--- src/sv/sld_pkg.sv ---
`timescale 1ns / 1ps
// Shared constants and types for the segment length and direction block.
// Depends on nothing; every module of the block imports it.
package sld_pkg;

  // Coordinate and unit formats
  localparam int COORD_BITS     = 24;
  localparam int UNIT_FRAC_BITS = 15;

  // Derived widths
  localparam int DIFF_W     = COORD_BITS + 1;
  localparam int MAG_W      = COORD_BITS;
  localparam int SQ_W       = 2 * COORD_BITS + 2;
  localparam int EXTRA_BITS = (61 - 2 * COORD_BITS) / 2;
  localparam int X_W        = SQ_W + 2 * EXTRA_BITS;
  localparam int ROOT_W     = X_W / 2;
  localparam int LEN_W      = COORD_BITS + 2;
  localparam int UNIT_W     = UNIT_FRAC_BITS + 1;
  localparam int Q_W        = UNIT_FRAC_BITS + 3;
  localparam int DEN_W      = ROOT_W + 1;
  localparam int REM_W      = DEN_W + Q_W;
  localparam int NUM_SHIFT  = UNIT_FRAC_BITS + EXTRA_BITS + 1;

  // Queue between front and back
  localparam int FIFO_DEPTH = 4;
  localparam int FIFO_AW    = 2;

  // Quotient of an exact unit magnitude
  localparam logic [Q_W-1:0] UNIT_FULL = Q_W'(1) << UNIT_FRAC_BITS;

  // Classified segment, as queued between front and back
  typedef struct packed {
    logic [2:0]            neg_dir;
    logic [2:0][MAG_W-1:0] mag;
    logic [SQ_W-1:0]       sum_sq;
    logic                  neg_len;
    logic                  zero;
  } sld_item_t;

  // Square root pipeline stage
  typedef struct packed {
    logic [X_W-1:0]        rem;
    logic [ROOT_W-1:0]     root;
    logic [2:0]            neg_dir;
    logic [2:0][MAG_W-1:0] mag;
    logic                  neg_len;
    logic                  zero;
  } sld_sq_t;

  // Divider pipeline stage
  typedef struct packed {
    logic [2:0][REM_W-1:0] rem;
    logic [2:0][Q_W-1:0]   quo;
    logic [DEN_W-1:0]      den;
    logic [LEN_W-1:0]      len;
    logic [2:0]            neg_dir;
    logic                  zero;
  } sld_dv_t;

endpackage

--- src/sv/sld_front.sv ---
`timescale 1ns / 1ps
// Front end: takes a segment beat, forms the differences, magnitudes and
// the sum of squares, and flags coincident endpoints. Uses sld_pkg.
module sld_front
  import sld_pkg::*;
(
  input  logic                         in_valid_i,
  output logic                         in_ready_o,
  input  logic signed [COORD_BITS-1:0] start_x_i,
  input  logic signed [COORD_BITS-1:0] start_y_i,
  input  logic signed [COORD_BITS-1:0] start_z_i,
  input  logic signed [COORD_BITS-1:0] end_x_i,
  input  logic signed [COORD_BITS-1:0] end_y_i,
  input  logic signed [COORD_BITS-1:0] end_z_i,
  input  logic                         prior_negative_i,
  output logic                         item_valid_o,
  input  logic                         item_ready_i,
  output sld_item_t                    item_o
);

  logic signed [DIFF_W-1:0] diff [3];
  logic [MAG_W-1:0]         mag  [3];
  logic [2*MAG_W-1:0]       prod [3];
  logic [SQ_W-1:0]          sum_sq;

  // Form differences end minus start
  always_comb begin
    diff[0] = DIFF_W'(end_x_i) - DIFF_W'(start_x_i);
    diff[1] = DIFF_W'(end_y_i) - DIFF_W'(start_y_i);
    diff[2] = DIFF_W'(end_z_i) - DIFF_W'(start_z_i);
  end

  // Take magnitudes and squares
  always_comb begin
    for (int k = 0; k < 3; k++) begin
      mag[k]  = diff[k][DIFF_W-1] ? MAG_W'(-diff[k]) : MAG_W'(diff[k]);
      prod[k] = mag[k] * mag[k];
    end
    sum_sq = SQ_W'(prod[0]) + SQ_W'(prod[1]) + SQ_W'(prod[2]);
  end

  // Pack the classified item
  always_comb begin
    for (int k = 0; k < 3; k++) begin
      item_o.neg_dir[k] = diff[k][DIFF_W-1];
      item_o.mag[k]     = mag[k];
    end
    item_o.sum_sq  = sum_sq;
    item_o.neg_len = prior_negative_i;
    item_o.zero    = (sum_sq == '0);
  end

  assign item_valid_o = in_valid_i;
  assign in_ready_o   = item_ready_i;

endmodule

--- config.mk ---
export PLATFORM = sky130hd
export DESIGN_NAME = sld_front
export DESIGN_NICKNAME = d
export VERILOG_FILES = /design/src/sv/sld_pkg.sv /design/src/sv/sld_front.sv
export SDC_FILE = /design/constraint.sdc
export NUM_CORES = 2
export LEC_CHECK = 0
export ABC_AREA = 1
export BUFFER_PORTS_ARGS = -buffer_cell sky130_fd_sc_hd__buf_2
export CAP_MARGIN = 20
export CORE_MARGIN = 2
export CORE_UTILIZATION = 40
export DETAILED_ROUTE_END_ITERATION = 8
export PLACE_DENSITY_LB_ADDON = 0.3
export SLEW_MARGIN = 20
export SYNTH_ARGS = -nofsm -noshare
export SYNTH_HDL_FRONTEND = slang
export SYNTH_SLANG_ARGS = --single-unit
--- constraint.sdc ---
create_clock -name vclk -period 12.9
set_input_delay 1.935 -clock vclk [all_inputs]
set_output_delay 1.935 -clock vclk [all_outputs]
set_load 0.02 [all_outputs]
# After elaboration in Yosys (flattened, before gate mapping)
# Index checks and enable logic that the tools add are counted.
# Widths: inputs -> output; s select.
[word_totals]
out_inout_bits = 129
regBits = 0
input_bits = 147
word_cells = 15
[classes]
mul = 3
n_reduce_logical = 1
muxes = 3
n_addsub = 8
[ops]
columns = ["operator", "n"]
rows = [
  ["$mul 24x24->48", 3],
  ["$sub 24x24->25", 3],
  ["$mux 24", 3],
  ["$neg 24->24", 3],
  ["$add 49x48->50", 1],
  ["$logic_not 50->1", 1],
  ["$add 48x48->49", 1],
]

# Logic depth before layout (Yosys ltp)
[logic_depth]
word_depth = 7
depth_mapped = 61
mapped_depth_nobuf = 59

# Worst setup path after synthesis
# Ideal clock, no wire load.
[synth_path]
kind = "input to output"
from = "input end_x_i[0]"
to = "output item_o[0] (netlist name)"
arrival_ns = 11.603
path_buffers = 3
slack_ns = -0.638
cell_stages = 58
required_ns = 10.965
path_cell_list = "inv_1 ha_1 inv_1 fa_1 nand2_1 nand2_1 nand2_1 clkinv_1 nand2_1 nand2_1 nand2_1 nand2_1 nand2_1 nand2_1 nand2_1 nand2_2 inv_2 buf_6 (+22 left out) inv_1 fa_1 inv_1 ha_1 nand2_1 a21oi_1 or2_2 a21oi_1 o21ai_0 nor2_1 nand2_1 nand2_1 nand2_1 nor2_1 nand2_1 nor2_1 nand3_1 nor2_1"
[synth_rtl]
columns = ["element", "line_no", "source"]
rows = [
  ["from (decl)", "sld_front.sv:12", "input logic signed [COORD_BITS-1:0] end_x_i,"],
  ["to (decl)", "sld_front.sv:18", "output sld_item_t item_o"],
]

==> impl_results.md <==
- Placed Area: 70830 um2
- CORE AREA: 139500 um2
- WL/cell: between 15 and 20 um
- Placed Cells: 10.31k
- Via/cell ratio: 4.751
- # rows: between 100 and 150
- RSZ-0062 raised after global routing: yes
- Antenna viol nets, final: 0
- Top cell type's share of synthesized area: between 50 and 60%
- Tcrit/Tclk final: 109.6%
- Routed Wire Length: between 200 and 250 mm
- Post-layout util: 55.93%
- Register area: 0 um2
- Highest clock rate: 70.71 MHz
- Place WS: -2099 ps
- Critical Path Most Common Cell: fa_1
- Die X: 378.9 um
- Via count of the first global-routing pass: 54.07k
- Via count: 50.02k
- Slowest CP cell: fa_1
- Finished Cell Area: 78040 um2
- GP Congestion: 0.9833
- IO Port Bufs: 270
- Post-synthesis simple-gate area fraction: 15.52%
- Syn avg cell area: between 8 and 9 um2
- Hpwl dp: 181.5 mm
- Max_slew headroom: 31.84%
- Worst slew pin tran: 1013 ps
- Initial antenna violation count: 6
- Non-filler instance count after layout: roughly 11k
- Worst EP required: approximately 11000 ps
- Xor/xnor share of the synthesized area: 1.507%
- Synth warn: 0
- DRT Pass-1 Iters: 7
- Largest net degree at the start of global routing: 22
- Syn nets: 9016
- Max Slew Vio Count: 0
- MaxCap Viol Count: 0
- Crit end category: primary output
- DRC viols: 0
- Failing checks: setup timing
- Synth cell count leaders: inv_1 (2165), fa_1 (1457), nand2_1 (1052), nor2_1 (776), ha_1 (538)
- P&R area growth vs syn: 38.82%
- Final Worst Setup Slack: -1243 ps
- Initial core utilization: 40.29%
- Largest family of logic cells by synthesized area: adder cells
- Critical path startpoint category: input port
- Gr ovfl total: 0
- First-pass GRT wire length: 312.6 mm
- Share of layout cells above drive strength 1: 34.52%
- Fin crit period: ~14000 ps
- Synth top area cells: fa_1 (52%), inv_1 (14%), ha_1 (12%)
- Most common cell in the netlist: inv_1
- Yosys cell types: 51
- Gr usage total: 28.58%
- Crit path largest cell delay: 580 ps
- Mux cell area share after synthesis: 0%
- Cells after Synth: between 6k and 7k
- Sequential cell count: 0
- Iter 0 DRT Violations: 3072
- Outcome: finished, violations left
- Crit Path Class: in -> out
- Worst Path Max Fanout: 7
- Clock buffers: 0
- Post-synthesis sequential area ratio: 0%
- Synth Area in Compound Gates: under 10%
- Final setup fails: 41
- Final Hold Viols: 0
- Die ar.: ~140000 um2
- Synthesized-area fraction occupied by adder cells: about 64%
- Chip Height: 378.9 um
- Nets: 10.80k
- Synthesized cell area: around 56000 um2
- Synth area leader: fa_1
- Worst hold-check path type: in -> out
- WP data arrival: between 10000 and 15000 ps
- I/O Pins: roughly 280
final cells by class:
class                           instances  area, um2
Timing Repair Buffer                 1899      15340
Tap cell                             1876       2347
Antenna cell                            1      2.502
Fill cell                           12690      61490
Timing Repair inverter                  1      6.256
Inverter                             2207       8426
Multi-Input combinational cell       4544      51920
critical path, delay by kind of cell:
family                     cells  cell delay, ps
and+or+nand+nor               19            2240
buffers and inverters         16            1500
xor gates and xnor gates       2             250
AOI/OAI and AO/OA              2             230
adders and majority gates     13            5990
path summary, 6_finish.rpt:
check	slack, ps	endpoint	from	cells past startpoint
max	-1240	item_o[0]	end_z_i[0]	52
min	3870	in_ready_o	item_ready_i	0
stage by stage:
step | hold slack, ps | setup TNS (ps)
after detailed placement | 3870 | -48900
after floorplan | 3983 | -220.9
after CTS | 3870 | -25580
final | 3870 | -28500
after global placement | 3870 | -48370
after global routing | 3870 | -41580
timing repair:
item,CTS,global route
gates cloned,9,0
resized for setup,960,563
pin swaps,330,324
setup buffers,152,79
hold endpoints to repair,0,0
setup endpoints to repair,43,43
hold buffers,0,0
per-layer routing:
metal	vias to the layer above	GRT usage [%]	routed length [um]
met3	362	3.525	13470
met5	-	0	0
li1	23180	-	-
met4	0	8.326	8370
met2	1676	46.57	91980
met1	24810	39.93	86480
cells in the final DEF (no fill, tap or decap), types with 9 or more instances in the layout:
master / n
nor2_4: 86
nor3_2: 10
inv_2: 140
nor2_1: 561
nand3_2: 35
buf_12: 56
nor3_4: 10
ha_4: 48
buf_6: 192
inv_4: 24
a21o_1: 9
fa_2: 144
nand2_1: 831
nand3b_1: 16
xor2_2: 23
a21oi_2: 24
buf_4: 1407
o21ai_0: 37
xor2_4: 17
nand4_1: 55
nand2_4: 68
nor3_1: 10
a21oi_4: 33
nand2_2: 173
nand2_8: 9
o21ai_4: 13
xor2_1: 20
o21ai_1: 21
inv_1: 2023
fa_1: 1313
o21ai_2: 24
buf_8: 18
nand3_1: 130
buf_2: 222
a21oi_1: 98
nor2_2: 139
o21bai_1: 19
ha_1: 486
logic make-up (layout without fill, tap and decap cells):
family,Yosys count,in the layout
AOI/OAI and AO/OA,307,307
xor gates and xnor gates,80,81
adders and majority gates,1995,1995
buffers and inverters,2333,4107
other,0,1
and+or+nand+nor,2159,2161
Power is left out: the tool's default activity adds up to more than one toggle a clock period on the data nets, which glitch-free logic cannot reach.
