## config.mk

```make
export PLATFORM = sky130hd
export DESIGN_NAME = sld_fifo
export DESIGN_NICKNAME = d
export VERILOG_FILES = /design/src/sv/sld_pkg.sv /design/src/sv/sld_fifo.sv
export SDC_FILE = /design/constraint.sdc
export NUM_CORES = 1
export LEC_CHECK = 0
export ABC_AREA = 1
export BUFFER_PORTS_ARGS = -buffer_cell sky130_fd_sc_hd__clkbuf_2
export CAP_MARGIN = 20
export CELL_PAD_IN_SITES_DETAIL_PLACEMENT = 1
export CELL_PAD_IN_SITES_GLOBAL_PLACEMENT = 1
export CORE_UTILIZATION = 30
export DETAILED_ROUTE_END_ITERATION = 8
export PLACE_DENSITY = 0.66
export SLEW_MARGIN = 10
export SYNTH_ARGS = -nofsm -noshare
export SYNTH_HDL_FRONTEND = slang
export SYNTH_SLANG_ARGS = --single-unit
export TNS_END_PERCENT = 5
```

## constraint.sdc

```tcl
create_clock -name clk_i -period 9.3 [get_ports clk_i]
set_clock_uncertainty 0.1 [all_clocks]
set_input_delay 1.86 -clock clk_i [delete_from_list [all_inputs] [get_ports clk_i]]
set_output_delay 1.86 -clock clk_i [all_outputs]
set_load 0.02 [all_outputs]
```

## src/sv/sld_pkg.sv

```systemverilog
`timescale 1ns / 1ps
// Shared constants and types for the segment length and direction block.
// Depends on nothing; every module of the block imports it.
package sld_pkg;

  // Coordinate and unit formats
  localparam int COORD_BITS     = 24;
  localparam int UNIT_FRAC_BITS = 15;

  // Derived widths
  localparam int DIFF_W     = COORD_BITS + 1;
  localparam int MAG_W      = COORD_BITS;
  localparam int SQ_W       = 2 * COORD_BITS + 2;
  localparam int EXTRA_BITS = (61 - 2 * COORD_BITS) / 2;
  localparam int X_W        = SQ_W + 2 * EXTRA_BITS;
  localparam int ROOT_W     = X_W / 2;
  localparam int LEN_W      = COORD_BITS + 2;
  localparam int UNIT_W     = UNIT_FRAC_BITS + 1;
  localparam int Q_W        = UNIT_FRAC_BITS + 3;
  localparam int DEN_W      = ROOT_W + 1;
  localparam int REM_W      = DEN_W + Q_W;
  localparam int NUM_SHIFT  = UNIT_FRAC_BITS + EXTRA_BITS + 1;

  // Queue between front and back
  localparam int FIFO_DEPTH = 4;
  localparam int FIFO_AW    = 2;

  // Quotient of an exact unit magnitude
  localparam logic [Q_W-1:0] UNIT_FULL = Q_W'(1) << UNIT_FRAC_BITS;

  // Classified segment, as queued between front and back
  typedef struct packed {
    logic [2:0]            neg_dir;
    logic [2:0][MAG_W-1:0] mag;
    logic [SQ_W-1:0]       sum_sq;
    logic                  neg_len;
    logic                  zero;
  } sld_item_t;

  // Square root pipeline stage
  typedef struct packed {
    logic [X_W-1:0]        rem;
    logic [ROOT_W-1:0]     root;
    logic [2:0]            neg_dir;
    logic [2:0][MAG_W-1:0] mag;
    logic                  neg_len;
    logic                  zero;
  } sld_sq_t;

  // Divider pipeline stage
  typedef struct packed {
    logic [2:0][REM_W-1:0] rem;
    logic [2:0][Q_W-1:0]   quo;
    logic [DEN_W-1:0]      den;
    logic [LEN_W-1:0]      len;
    logic [2:0]            neg_dir;
    logic                  zero;
  } sld_dv_t;

endpackage

```

## src/sv/sld_fifo.sv

```systemverilog
`timescale 1ns / 1ps
// Short queue that decouples the front end from the arithmetic back end.
// Uses sld_pkg for the item type and depth.
module sld_fifo
  import sld_pkg::*;
(
  input  logic      clk_i,
  input  logic      rst_ni,
  input  logic      push_valid_i,
  output logic      push_ready_o,
  input  sld_item_t push_item_i,
  output logic      pop_valid_o,
  input  logic      pop_ready_i,
  output sld_item_t pop_item_o
);

  sld_item_t          mem_q [FIFO_DEPTH];
  logic [FIFO_AW-1:0] wr_ptr_q, rd_ptr_q;
  logic [FIFO_AW:0]   count_q;
  logic               push, pop;

  assign push_ready_o = (count_q != (FIFO_AW+1)'(FIFO_DEPTH));
  assign pop_valid_o  = (count_q != '0);
  assign push         = push_valid_i && push_ready_o;
  assign pop          = pop_valid_o && pop_ready_i;
  assign pop_item_o   = mem_q[rd_ptr_q];

  // Store a beat
  always_ff @(posedge clk_i) begin
    if (push) begin
      mem_q[wr_ptr_q] <= push_item_i;
    end
  end

  // Advance pointers and fill count
  always_ff @(posedge clk_i or negedge rst_ni) begin
    if (!rst_ni) begin
      wr_ptr_q <= '0;
      rd_ptr_q <= '0;
      count_q  <= '0;
    end else begin
      if (push) wr_ptr_q <= wr_ptr_q + 1'b1;
      if (pop)  rd_ptr_q <= rd_ptr_q + 1'b1;
      if (push && !pop)      count_q <= count_q + 1'b1;
      else if (pop && !push) count_q <= count_q - 1'b1;
    end
  end

endmodule

```

Word-level counts from Yosys, hierarchy flattened
Memories as Yosys holds them, arrays and structs flattened.
Cells that the tools add are included.
{"block": "classes", "eq_ne": 1, "mux": 4, "add_sub_neg": 4, "reduce_logical": 8}
{"cell": "3-bit 2-to-1 mux", "n": 2}
{"cell": "2-bit by 1-bit adder with 2-bit output (second input constant)", "n": 2}
{"cell": "1-bit logical AND", "n": 4}
{"cell": "3-bit by 1-bit adder with 3-bit output (second input constant)", "n": 1}
{"cell": "3-bit inequality test (second input constant)", "n": 1}
{"cell": "3-bit nonzero test", "n": 1}
{"cell": "3-bit by 1-bit subtractor with 3-bit output (second input constant)", "n": 1}
{"cell": "1-bit zero test", "n": 2}
{"cell": "1-bit 2-to-1 mux", "n": 2}
{"cell": "2-bit nonzero test", "n": 1}
{"block": "totals", "output_inout_bits": 129, "register_bits": 7, "input_bits": 131, "ram_bits": 508, "n_memories": 1}
{"memory": "mem_q", "depth": 4, "word_bits": 127, "read_ports": 1, "rd_ports_with_merged_regs": 0, "write_ports": 1, "line_no": "sld_fifo.sv:17", "source": "sld_item_t mem_q [FIFO_DEPTH];"}

Logic depth before layout (Yosys ltp)
Gate-level depths: netlist of run 1.
{"block": "depth", "depth_word": 6, "depth_mapped": 12, "ltp_nobuf": 12}

Worst setup path after synthesis of run 1
OpenSTA, ideal clock, no wires.
{"block": "synth_timing", "path_type": "input to register", "from": "input port push_valid_i", "to": "memory mem_q[0][0] in the netlist's numbering, enable pin", "stages": 2, "setup_slack_ns": 1.288, "setup_time_ns": 0.615, "arrival_ns": 7.296, "path_cell_list": "nand2_1 > nor2_1"}
{"block": "synth_via", "elab_chain_cells": 3}
{"item": "from (decl)", "line_no": "sld_fifo.sv:9", "source": "input logic push_valid_i,"}
{"item": "1-bit logical AND", "line_no": "sld_fifo.sv:24", "source": "assign push = push_valid_i && push_ready_o;"}
{"item": "1-bit 2-to-1 mux", "line_no": "sld_fifo.sv:30", "source": "if (push) begin"}
{"item": "1-bit 2-to-1 mux (not written as such)", "line_no": "sld_fifo.sv:31", "source": "mem_q[wr_ptr_q] <= push_item_i;"}
{"item": "to (decl)", "line_no": "sld_fifo.sv:17"}
No other way between the ends.

==> key figures, run 1 <==
STA
  • Hold Vio Cnt, Final: 0
  • Slew Viols, Final: 0
  • Tightest Pin Transition: 1.13 ns
  • Final worst-path cycle share: 60.7%
  • Setup TNS: 0 ns
  • Max Freq: 177 MHz
  • Max_slew headroom: 24.5%
  • Unrepaired setup endpoints after global routing: no
  • Final min period: 5.65 ns
  • Final setup vio count: 0

Floorplanning
  • Area of the core: 68,800 sq um
  • Die X-Extent: 266 microns
  • Initial core utilization: 30.4%
  • Die Span Y: 266 microns
  • # rows: 96
  • # IOs: 260
  • Die area: 70,900 sq um

Synth
  • Post-Synthesis Cell Area: 21,000 sq um
  • Seq/Total Area, Yosys: 73.6%
  • Mapped Cells: 1,541
  • Post-synthesis sequential element count: 515
  • Mapped Nets: 1,678
  • Syn Area/Cell: 13.6 sq um
  • Synth unique cells: 19
  • Synth warnings: 0

Route
  • DRT antenna net count: 0
  • Vias: 12.5k
  • # DRC: 0
  • Initial detailed-routing violation count: 728
  • Drt total wl: 49,000 microns
  • Drt wl/cell: 17.7 microns
  • Detailed-router iteration count before antenna repair: 5
  • Vias/cell: 4.51

Worst setup path
  • Data required time at the worst endpoint: 7.34 ns
  • Crit end category: output pin
  • Crit Path Class: reg -> out
  • FF-to-FF setup slack: 6.38 ns
  • CP arrival: 3.69 ns
  • Reg2reg start: count_q[0]
  • Critical Path Source Type: register
  • CP max FO: 71
  • Reg2reg end: mem_q[1][89]
  • Worst setup startpoint: rd_ptr_q[1]
  • Reg2Reg Depth: 6

Finish
  • Share of post-route cells with drive strength above 1: 24.9%
  • Final nets: 1,928
  • Area growth syn-to-layout: 18.9%
  • Non-filler cells, final: 2,766
  • Post-layout util: 36.2%

Clock tree
  • Clock Latency Late Sink: 0.59 ns
  • Post-CTS resize count: 0
  • H-Tree Depth: 2
  • TritonCTS clock tree: built
  • CTS Sinks: 515
  • CTS root buf: clkbuf_16
  • CTS buffer count: 57
  • Hold_buf cts: 0
  • Max Root-Sink Buffers: 3
  • Total setup buffers inserted after CTS: 0
  • Worst-path clk slew: 0.06 ns

Pwr
  • Pwr/cell area: 336 nW/um^2
  • Clock power share: 25.5%
  • Sw Ratio: 38.5%
  • Total power: 8.37 mW
  • Peak supply drop: 0.000231 V
  • NetSw: 3.22 mW
  • Internal: 5.15 mW
  • Sequential fraction of design power: 38.6%
  • Part of the power in combinational logic: 35.9%
  • P_leak: 9.98 nW

Worst hold path
  • Hold Path Depth: 2
  • Hold Crit Class: reg -> reg
  • Hold Path Origin: wr_ptr_q[1]
  • Worst hold path endpoint: wr_ptr_q[1]

Place
  • Final GP Congestion: 0.753
  • Post-DP HPWL: 29,300 microns
  • Dpl cells: 2,663
  • PortBufs: 259

Flow run
  • Max Cap Viol: 0

Global route
  • Global-route wire length before repair: 75,400 microns
  • Vias in the first global route: 13.1k
  • GRT Overall Usage: 13.8%
  • Initial antenna violation count: 5
  • GRT overflow: 0
  • Largest net degree at the start of global routing: 193

Status
  • Status: completed
## cells in the mapped netlist
| library cell | n | area, sq um |
|---|---|---|
| nand2_1 | 398 | 1490 |
| inv_2 | 1 | 3.75 |
| o211ai_1 | 154 | 1160 |
| nand3_1 | 7 | 35.0 |
| nor2_1 | 4 | 15.0 |
| xnor2_1 | 1 | 8.76 |
| buf_4 | 1 | 7.51 |
| fa_1 | 1 | 20.0 |
| dfrtp_1 | 7 | 175 |
| ha_1 | 5 | 62.6 |
| inv_1 | 269 | 1010 |
| o21ai_0 | 1 | 5.00 |
| buf_6 | 11 | 124 |
| clkbuf_1 | 24 | 90.1 |
| buf_2 | 43 | 215 |
| nand4_1 | 1 | 6.26 |
| buf_1 | 5 | 18.8 |
| o211ai_2 | 100 | 1250 |
| edfxtp_1 | 508 | 15300 |
## placed cells by master, fill, tap and decap left out
cell type	count
nand2_1	398
bufinv_16	4
clkbuf_1	15
clkbuf_16	58
clkinvlp_4	1
fa_1	1
edfxtp_1	508
clkinv_4	2
o211ai_1	154
inv_6	1
nand4_1	1
nand3_1	7
clkinv_2	8
clkinv_1	12
dfrtp_1	6
o21ai_0	1
diode_2	2
clkbuf_2	259
ha_1	5
o211ai_2	100
dfrtp_4	1
nor2_4	4
inv_8	1
inv_1	268
buf_4	14
clkinv_8	1
xnor2_1	1
buf_12	2
## registers in the layout (all words and copies together) (netlist names)
signal / count
rd_ptr_q: 2
mem_q: 508
wr_ptr_q: 2
count_q: 3
## final cells by class
type | count | area, sq um
diodes | 2 | 5.00
clock buffers | 73 | 1510
clock inverters | 28 | 246
fillers | 7358 | 43900
inverters | 270 | 1030
multi-input cells | 672 | 4080
flip-flops and latches | 515 | 15400
well taps | 931 | 1160
repair buffers | 275 | 1440
## how the worst max path moves through the flow
stage | endpoint | slack, ns | cells after the start
global route | pop_item_o[95] | 3.37 | 5
finish | pop_item_o[41] | 3.65 | 5
floorplan | mem_q[0][0] | 1.29 | 2
global placement | pop_item_o[95] | 4.26 | 5
detailed placement | pop_item_o[41] | 4.18 | 5
CTS | pop_item_o[41] | 3.50 | 5
## cell families after synthesis
| kind of cell | synth area share, % |
|---|---|
| DFF | 73.6 |
| and+or+nand+nor | 7.40 |
| buffers and inverters | 7.01 |
| AOI/OAI and AO/OA | 11.5 |
| adders and majority gates | 0.394 |
| xor gates and xnor gates | 0.0418 |
## routing by layer
layer / part of all wire [%] / GRT usage, %
met5: 0.061 / 0
met4: 2.0 / 3.67
met3: 5.6 / 3.18
met2: 49 / 23.6
met1: 43 / 17.5
## worst max-delay path, cell delays in order (launching register included)
cell and delay [ns]:
dfrtp_4 0.80, inv_6 0.87, buf_4 0.76, o211ai_2 0.19, nand2_1 0.10, clkbuf_2 0.18
## stage by stage
step	worst slack, ns	hold slack, ns	cell area, sq um
after floorplan	1.29	0.363	21000
after global placement	4.26	0.379	23100
after detailed placement	4.18	0.433	23100
after CTS	3.50	0.448	24900
after global routing	3.37	0.476	24900
final	3.65	0.444	24900
## power by group through the flow
stage	clock [mW]	combinational (mW)	sequential, mW
finish	2.13	3.00	3.23
global route	2.29	3.31	3.27
CTS	2.21	3.08	3.24
detailed placement	0	3.07	3.29
global placement	0	3.00	3.26
floorplan	0	2.14	3.28
(Power assumes the default switching activity.)
==> run 2, diff against run 1 <==
- ABC_AREA: 1 -> 0
- clock period: 9.3 -> 5.1 ns (I/O delays scaled with it)
==> run 2 against run 1 <==
Global-route usage is 1.5 points lower. Largest power group unchanged. Critical path depth shrank 2. Highest routed layer unchanged. Design area shrank 8.3%. Critical path type unchanged. First-iteration DRC count fell by 37%. Largest cell class unchanged. Die area down 10%.
==> key figures, run 2 <==
Clock tree
  • Worst-path clk slew: 0.06 ns (about the same)
  • H-Tree Depth: 2 (unchanged)
  • Total setup buffers inserted after CTS: 0 (unchanged)
  • Clock Latency Late Sink: 0.60 ns (about the same)
  • CTS root buf: clkbuf_16
  • CTS buffer count: 55 (-3.5%)
  • CTS Sinks: 515 (unchanged)
  • TritonCTS clock tree: built
  • Max Root-Sink Buffers: 3 (unchanged)
  • Post-CTS resize count: 0 (unchanged)
  • Hold_buf cts: 0 (unchanged)

Global route
  • Initial antenna violation count: 2 (-3)
  • Vias in the first global route: 9,252 (-29%)
  • GRT Overall Usage: 12.3% (-1.5 points)
  • Largest net degree at the start of global routing: 68 (-65%)
  • Global-route wire length before repair: 58,100 microns (-23%)
  • GRT overflow: 0 (unchanged)

Finish
  • Largest registers: mem_q: 508 flops, count_q: 3 flops
  • Most frequent cells in the layout: 508 x edfxtp_1, 259 x clkbuf_2, 127 x mux4_2
  • Area growth syn-to-layout: 21.8%
  • Share of post-route cells with drive strength above 1: 46.8% (+22 points)
  • Most common cell after layout, fill and taps aside: edfxtp_1
  • Fill count: 6,013 (-18%)
  • Final nets: 1,136 (-41%)
  • Max reg flops: 508 (unchanged)
  • Area of the multi-input gates: 3090 sq um (-24%)
  • Largest reg by FF count: mem_q
  • Register Area: 15,400 sq um (about the same)

STA
  • Final setup vio count: 0 (unchanged)
  • Slew Viols, Final: 0 (unchanged)
  • Unrepaired setup endpoints after global routing: no
  • Final worst-path cycle share: 75.3%
  • Final hold slack: 0.151 ns (-0.293 ns)
  • Max_slew headroom: 49.9% (+25 points)
  • Max Freq: 260 MHz
  • Hold Vio Cnt, Final: 0 (unchanged)
  • Final min period: 3.84 ns
  • Tightest Pin Transition: 0.751 ns (-0.381 ns)
  • Setup TNS: 0 ns (unchanged)

Route
  • Detailed-router iteration count before antenna repair: 4 (-1)
  • Drt total wl: 39,200 microns (-20%)
  • Vias/cell: 4.44 (-1.5%)
  • Drt wl/cell: 20.8 microns (+18%)
  • # DRC: 0 (unchanged)
  • Vias: 8,361 (-33%)
  • DRT antenna net count: 0 (unchanged)
  • Initial detailed-routing violation count: 460 (-37%)

Worst setup path
  • Crit end category: output pin
  • Crit Path Class: reg -> out
  • Reg2Reg Depth: 4 (-2)
  • Reg2reg end: mem_q[1][37]
  • CP max FO: 57 (-20%)
  • CP arrival: 2.72 ns (-0.97 ns)
  • Data required time at the worst endpoint: 3.98 ns (-3.36 ns)
  • Critical Path Source Type: register
  • Worst setup startpoint: rd_ptr_q[0]
  • FF-to-FF setup slack: 2.49 ns (-3.89 ns)
  • Reg2reg start: count_q[0]

Pwr
  • P_leak: 7.68 nW (-23%)
  • Pwr/cell area: 613 nW/um^2 (+83%)
  • Sw Ratio: 32.1% (-6.4 points)
  • NetSw: 4.49 mW (+40%)
  • Clock power share: 27.6% (+2.1 points)
  • Peak supply drop: 0.000299 V (+30%)
  • Internal: 9.51 mW (+85%)
  • Sequential fraction of design power: 42.1% (+3.5 points)
  • Part of the power in combinational logic: 30.3% (-5.6 points)

Synth
  • Most common library cells after synthesis: 508 x edfxtp_1, 127 x mux4_2, 13 x buf_2, 13 x buf_6, 7 x dfrtp_1
  • Synth top area share: 81.4% (+8.6 points)
  • Post-synth ARST share: 1.36% (unchanged)
  • Synth warnings: 0 (unchanged)
  • Yosys top cell by area: edfxtp_1
  • EDFF count, synth: 508 (unchanged)
  • Seq/Total Area, Yosys: 82.3% (+8.7 points)
  • Mapped Cells: 698 (-55%)
  • Mapped Nets: 835 (-50%)
  • Count leader, synth: edfxtp_1
  • Synth unique cells: 19 (unchanged)
  • Top post-synthesis cells by area: edfxtp_1 81%, mux4_2 15%, dfrtp_1 0.93%
  • Post-synthesis sequential element count: 515 (unchanged)
  • Syn Area/Cell: 26.9 sq um (+98%)
  • Post-Synthesis Cell Area: 18,700 sq um (-11%)
  • Synth Flop Type: edfxtp_1

Worst hold path
  • Hold Crit Class: in -> async

Place
  • Final GP Congestion: 0.690 (-8.4%)
  • PortBufs: 259 (unchanged)
  • Post-DP HPWL: 23,200 microns (-21%)

Floorplanning
  • Initial core utilization: 30.4% (-0.069 points)
  • # IOs: 260 (unchanged)
  • Die Span Y: 252 microns (-5.4%)
  • # rows: 91 (-5.2%)
  • Die X-Extent: 252 microns (-5.4%)
  • Die area: 63,500 sq um (-10%)
  • Area of the core: 61,700 sq um (-10%)

Status
  • Status: completed

Flow run
  • Max Cap Viol: 0 (unchanged)
-- run 2: area by class of cell --
class	count	share of cell area (%)
Timing Repair Buffer	272	6.49
Clock inverter	35	1.30
Multi-Input combinational cell	152	13.5
Antenna cell	1	0.0110
Sequential cell	515	67.6
Tap cell	837	4.59
Inverter	3	0.0493
Clock buffer	68	6.43
-- run 2: how the worst max path moves through the flow --
stage | endpoint | slack (ns) | cells past startpoint
after floorplan | mem_q[2][0] | 0.25 | 2
after global placement | pop_item_o[119] | 1.79 | 3
after detailed placement | mem_q[1][51] | 1.79 | 4
after CTS | pop_item_o[114] | 1.11 | 3
after global routing | pop_item_o[114] | 1.02 | 3
final | pop_item_o[114] | 1.26 | 3
-- run 2: routing by layer --
metal / global-route usage, % / part of all wire, % / routed length (microns)
met1: 14.9 / 41 / 16000
met2: 20.8 / 50 / 19700
met3: 3.85 / 6.6 / 2580
met4: 3.77 / 2.4 / 925
met5: 0 / 0.069 / 27
-- run 2: kinds of logic after synthesis --
kind of cell             synth area share (%)
AO/OA/AOI/OAI                          0.0601
XOR/XNOR                                0.280
adder cells (fa/ha/maj)                 0.441
buffers and inverters                    1.25
flip-flops                               82.3
multiplexers                             15.4
AND/OR/NAND/NOR                         0.274
-- run 2: worst max-delay path: stages, from the launching register on --
cell and delay [ns]:
dfrtp_4 0.74, buf_12 0.43, mux4_2 0.59, clkbuf_2 0.18
-- run 2: power by group through the flow --
| stage | Clock [mW] | Combinational [mW] | Sequential (mW) |
|---|---|---|---|
| 6_report | 3.87 | 4.24 | 5.90 |
| 5_1_grt | 4.12 | 4.54 | 5.98 |
| 4_1_cts | 4.00 | 4.39 | 5.93 |
| 3_5_place_dp | 0 | 4.38 | 6.01 |
| 3_3_place_gp | 0 | 4.35 | 5.95 |
| 2_1_floorplan | 0 | 3.06 | 5.90 |
-- run 2: through the flow --
step	utilization, %	total power, mW	setup slack (ns)	instances	area (sq um)
2_1_floorplan	-	8.96	0.254	698	18700
3_3_place_gp	34.1	10.3	1.79	1779	21100
3_5_place_dp	34.1	10.4	1.79	1779	21100
4_1_cts	37.0	14.3	1.11	1882	22800
5_1_grt	37.0	14.6	1.02	1882	22800
6_report	37.0	14.0	1.26	1883	22800
